`config.mk`:
```
export PLATFORM = sky130hd
export DESIGN_NAME = nvn_controller
export DESIGN_NICKNAME = d
export VERILOG_FILES = /design/src/hw/rtl/nvn_pkg.sv /design/src/hw/rtl/nvn_controller.sv
export SDC_FILE = /design/constraint.sdc
export NUM_CORES = 1
export LEC_CHECK = 0
export BUFFER_PORTS_ARGS = -buffer_cell sky130_fd_sc_hd__buf_2
export CAP_MARGIN = 0
export CORE_ASPECT_RATIO = 0.75
export CORE_MARGIN = 10
export CORE_UTILIZATION = 52
export CTS_CLUSTER_DIAMETER = 100
export CTS_CLUSTER_SIZE = 30
export DETAILED_ROUTE_END_ITERATION = 8
export PLACE_DENSITY = 0.8
export SKIP_CTS_REPAIR_TIMING = 1
export SYNTH_ARGS = -nofsm -noshare
export SYNTH_HDL_FRONTEND = slang
export SYNTH_SLANG_ARGS = --single-unit
export TNS_END_PERCENT = 30
```
`constraint.sdc`:
```
create_clock -name aclk -period 3.11 [get_ports aclk]
set_clock_uncertainty 0.2 [all_clocks]
set_input_delay 0.311 -clock aclk [delete_from_list [all_inputs] [get_ports aclk]]
set_output_delay 0.311 -clock aclk [all_outputs]
set_load 0.01 [all_outputs]
```
`src/hw/rtl/nvn_pkg.sv`:
```
package nvn_pkg;

    typedef enum logic [2:0] {
        OP_LOAD_CH  = 3'd0,
        OP_LOAD_MSG = 3'd1,
        OP_EMIT     = 3'd2,
        OP_DECIDE   = 3'd3,
        OP_READ     = 3'd4
    } opcode_t;

    typedef enum logic [1:0] {
        ST_IDLE,
        ST_WALK,
        ST_DRAIN,
        ST_OUT
    } state_t;

    localparam int unsigned CFG_DEGREE = 0;
    localparam int unsigned CFG_FIELD  = 1;
    localparam int unsigned CFG_LIST   = 2;

    localparam int unsigned LLR_W = 21;

    // effective register values after saturation, sized for the widest parameters
    typedef struct packed {
        logic [5:0] degree;
        logic [8:0] field;
        logic [6:0] list;
    } eff_cfg_t;

    typedef struct packed {
        logic       accept;
        logic [2:0] op;
        logic       clear;
        logic       rd_en;
        logic       skip;
        logic       first;
        logic       last;
        logic [8:0] q;
        logic [4:0] e;
        logic       load_out;
        logic [5:0] k;
        logic       out_last;
    } cmd_t;

    typedef struct packed {
        logic busy;
        logic m_valid;
    } status_t;

endpackage

```
`src/hw/rtl/nvn_controller.sv`:
```
module nvn_controller (
    input  logic              aclk,
    input  logic              aresetn,
    input  nvn_pkg::eff_cfg_t eff,
    input  logic              s_valid,
    output logic              s_ready,
    input  logic [2:0]        s_opcode,
    input  logic [5:0]        s_symbol,
    input  logic              m_ready,
    output nvn_pkg::cmd_t     cmd,
    output nvn_pkg::status_t status
);

    nvn_pkg::state_t state_reg, state_next;
    logic [2:0] op_reg, op_next;
    logic [8:0] q_reg, q_next;
    logic [4:0] j_reg, j_next;
    logic       cnt_reg, cnt_next;
    logic [5:0] k_reg, k_next;
    logic       m_valid_reg, m_valid_next;
    logic       accept;
    logic       j_last;
    logic       q_last;
    logic       out_last;

    always_ff @(posedge aclk) begin
        if (!aresetn) begin
            state_reg   <= nvn_pkg::ST_IDLE;
            m_valid_reg <= 1'b0;
            op_reg      <= 3'd0;
            q_reg       <= 9'd0;
            j_reg       <= 5'd0;
            cnt_reg     <= 1'b0;
            k_reg       <= 6'd0;
        end else begin
            state_reg   <= state_next;
            m_valid_reg <= m_valid_next;
            op_reg      <= op_next;
            q_reg       <= q_next;
            j_reg       <= j_next;
            cnt_reg     <= cnt_next;
            k_reg       <= k_next;
        end
    end

    assign accept   = s_valid && s_ready;
    assign j_last   = ({1'b0, j_reg} == eff.degree - 6'd1);
    assign q_last   = (op_reg == nvn_pkg::OP_READ) || (q_reg == eff.field - 9'd1);
    assign out_last = (op_reg != nvn_pkg::OP_EMIT) || ({1'b0, k_reg} == eff.list - 7'd1);

    always_comb begin
        state_next   = state_reg;
        op_next      = op_reg;
        q_next       = q_reg;
        j_next       = j_reg;
        cnt_next     = cnt_reg;
        k_next       = k_reg;
        m_valid_next = m_valid_reg;
        s_ready      = 1'b0;
        cmd          = '0;
        cmd.op       = op_reg;
        cmd.q        = q_reg;
        cmd.e        = j_reg;
        cmd.k        = k_reg;
        cmd.out_last = out_last;

        if (m_valid_reg && m_ready) begin
            m_valid_next = 1'b0;
        end

        unique case (state_reg)
            nvn_pkg::ST_IDLE: begin
                s_ready    = 1'b1;
                cmd.accept = accept;
                cmd.op     = s_opcode;
                if (accept) begin
                    op_next = s_opcode;
                    j_next  = 5'd0;
                    k_next  = 6'd0;
                    q_next  = (s_opcode == nvn_pkg::OP_READ) ? {3'd0, s_symbol} : 9'd0;
                    case (s_opcode)
                        nvn_pkg::OP_EMIT, nvn_pkg::OP_DECIDE, nvn_pkg::OP_READ: begin
                            state_next = nvn_pkg::ST_WALK;
                            cmd.clear  = 1'b1;
                        end
                        default: state_next = nvn_pkg::ST_IDLE;
                    endcase
                end
            end
            nvn_pkg::ST_WALK: begin
                cmd.rd_en = 1'b1;
                cmd.skip  = (op_reg == nvn_pkg::OP_EMIT);
                cmd.first = (j_reg == 5'd0);
                cmd.last  = j_last;
                if (j_last) begin
                    j_next = 5'd0;
                    q_next = q_reg + 9'd1;
                    if (q_last) begin
                        state_next = nvn_pkg::ST_DRAIN;
                        cnt_next   = 1'b0;
                    end
                end else begin
                    j_next = j_reg + 5'd1;
                end
            end
            nvn_pkg::ST_DRAIN: begin
                // ram read and accumulate stages still in flight
                cnt_next = 1'b1;
                if (cnt_reg) begin
                    state_next = nvn_pkg::ST_OUT;
                end
            end
            nvn_pkg::ST_OUT: begin
                if (!m_valid_reg || m_ready) begin
                    cmd.load_out = 1'b1;
                    m_valid_next = 1'b1;
                    k_next       = k_reg + 6'd1;
                    if (out_last) begin
                        state_next = nvn_pkg::ST_IDLE;
                    end
                end
            end
            default: state_next = nvn_pkg::ST_IDLE;
        endcase
    end

    assign status.busy    = (state_reg != nvn_pkg::ST_IDLE);
    assign status.m_valid = m_valid_reg;

endmodule

```
==> impl_results.md <==
* Initial Util at a little over half
* Post-Place Worst Slack at roughly 490 ps
* Clock Path Buffers at 2
* Max reg flops at 9
* Switching power total at ~0.71 mW
* Clock power frac at 13.0%
* Final hold violation count at 0
* Setup CP Type: reg -> reg
* Max-Cap Viols at 0
* DR vias at around 2.3k
* Cell count after synthesis at ~290
* Core area at 4080 um^2
* Htree depth at 1
* Iter 0 DRT Violations at 218
* Sequential share of power at a little under a third
* Sw frac at between 40 and 50%
* Clock-pin slew on the worst setup and hold paths at around 90 ps
* HP Class: in -> reg
* Lkg Pwr at ~1.2 nW
* Final WL at 6150 um
* Register bit total from synthesis at 27
* Die width at 95.5 um
* Dpl hpwl at roughly 5000 um
* Largest net degree at the start of global routing at 24
* Layout cells sized above 1 at between 20 and 25%
* P&R area growth vs syn at 19.4%
* Routed WL per cell at 15.3 um
* List of most frequent post-synthesis cells: 27 x dfxtp_1, 26 x nand2_1, 22 x xnor2_1, 21 x nor2_1, 18 x inv_1
* Synth top area cells: dfxtp_1 24%, xnor2_1 8.7%, ha_1 6.8%
* Final core occ at between 60 and 70%
* Worst EP required at roughly 3100 ps
* Crit path DAT at approximately 2600 ps
* Worst Path Max Fanout at 9
* Final setup fails at 0
* CTS Buf Count at 3
* Status: completed
* YS warnings at 0
* PortBufs at between 60 and 70
* Syn Nets at approximately 330
* Synth unique cells at 61
* Final setup margin at 493 ps
* Die area at 7320 um^2
* Peak supply drop at 0.302 mV
* TritonCTS clock tree: built
* # rows at 20
* # diodes at 0
* Tmin final at 2620 ps
* Async SR Flop Fraction at 0%
* Commonest register cell after synthesis: dfxtp_1
* Initial antenna violation count at 0
* Synth top area share at approximately 24%
* Pre-Repair DR Iteration Count at 4
* Combinational share of power at about 56%
* GRT Resource Usage Total at around 16%
* Vias in the first global route at ~2.1k
* NumNets Final at 396
* Slew @ Worst Pin at roughly 600 ps
* Pint at roughly 0.86 mW
* Syn Area/Cell at 7.80 um^2
* Worst setup EP type: register
* RSZ-0062 raised after global routing: false
* Sequential cell area fraction in the yosys report at between 20% and 30%
* Cell taking the most area after synthesis: dfxtp_1
* Root cell of the clock tree: clkbuf_8
* Global-route wire length before repair at between 10,000 and 15,000 um
* Startpoint Class: register
* Max-slew violation count at 0
* Dominant cell by count in the synthesized netlist: dfxtp_1
* Number of flops mapped to enable cells by yosys at 0
* Clock Latency Late Sink at 280 ps
* GPL Wtd Cong at ~0.9
* Vias/cell at 5.60
* Rel. slew slack at 60.4%
* Mapped cell area at 2220 um^2
* TritonCTS Sinks at 27
* Final Power at between 1.5 and 2 mW
* DIE HEIGHT at around 77 um
* ANT nets after route at 0
* Total global routing overflow at 0
* DRC at 0
* PD cells at 593 nW/um^2
* Max Fclk at 382 MHz
* Setup Total Neg Slack at 0 ps
* Io pins at 69
* Crit share post-route at about 84%
==> final timing paths <==
| path | start | to | slack, ps | depth (start not counted) |
|---|---|---|---|---|
| max | state_reg[0]$_SDFFE_PN0P_ | q_reg[4]$_SDFFE_PN0P_ | 490 | 7 |
| min | s_opcode[2] | op_reg[2]$_SDFFE_PN0P_ | 110 | 3 |
| max reg2reg | state_reg[0]$_SDFFE_PN0P_ | q_reg[4]$_SDFFE_PN0P_ | 490 | 7 |
| min reg2reg | op_reg[1]$_SDFFE_PN0P_ | op_reg[1]$_SDFFE_PN0P_ | 300 | 2 |
==> logic make-up (layout without fill, tap and decap cells) <==
| kind of cell | count (synthesis) | in the layout | share of synthesized area (%) |
|---|---|---|---|
| AND/OR/NAND/NOR | 110 | 110 | 26.2 |
| XOR/XNOR | 33 | 33 | 13.0 |
| AO/OA/AOI/OAI | 65 | 65 | 21.0 |
| buffers and inverters | 32 | 95 | 5.80 |
| multiplexers | 6 | 6 | 2.87 |
| adder cells (fa/ha/maj) | 12 | 12 | 6.76 |
| flip-flops | 27 | 27 | 24.3 |
==> layout make-up <==
type                            count  area (um^2)
Tap cell                           55         68.8
Multi-Input combinational cell    226         1550
Timing Repair Buffer               72          370
Fill cell                         359         1430
Sequential cell                    27          541
Clock inverter                      1         7.51
Inverter                           19         71.3
Clock buffer                        3         41.3
==> metal layers <==
metal  track usage, %  up-vias  share of wire, %
met5                0        -                 0
met4             2.21        0              0.44
met3             5.61        4                12
met2             23.3       91                40
met1             23.1     1010                48
li1                 -     1152                 -
==> power groups by stage <==
stage          logic (mW)  registers [mW]  clock network, mW
2_1_floorplan       0.608           0.482                  0
3_3_place_gp        0.860           0.488                  0
3_5_place_dp        0.876           0.491                  0
4_1_cts             0.884           0.482              0.210
5_1_grt             0.982           0.496              0.228
6_report            0.885           0.485              0.204
==> critical path, stage by stage, from the launching register on <==
cell	delay, ps
dfxtp_1	350
inv_1	110
ha_1	390
nand2_1	290
o21ai_1	410
nand2_1	310
a221o_1	320
o211a_1	120
==> placed cells by master, fill, tap and decap left out, types with 3 or more instances in the layout <==
| master | instances |
|---|---|
| nor2b_1 | 7 |
| buf_2 | 68 |
| and2_1 | 5 |
| mux2i_1 | 3 |
| nor2_1 | 21 |
| nand2_1 | 26 |
| nand4_1 | 6 |
| buf_4 | 4 |
| nor3b_1 | 3 |
| o211a_1 | 3 |
| xor2_1 | 11 |
| a21boi_0 | 3 |
| inv_1 | 18 |
| dfxtp_1 | 27 |
| a31oi_1 | 5 |
| o21a_1 | 3 |
| a21oi_1 | 7 |
| o311ai_1 | 3 |
| o21ai_0 | 12 |
| xnor2_1 | 22 |
| nand3_1 | 11 |
| clkbuf_8 | 3 |
| or4_1 | 3 |
| mux2_2 | 3 |
| o211ai_1 | 4 |
| ha_1 | 12 |
| nor3_1 | 7 |
| nand2b_1 | 3 |
| and3_1 | 4 |
==> per-stage QoR <==
stage | hold WS [ps] | std cells | cell area (um^2)
3_5_place_dp | 288 | 399 | 2600
4_1_cts | 107 | 403 | 2650
5_1_grt | 117 | 403 | 2650
6_report | 106 | 403 | 2650
3_3_place_gp | 282 | 399 | 2600
2_1_floorplan | 256 | 285 | 2220
(Power assumes the default switching activity.)
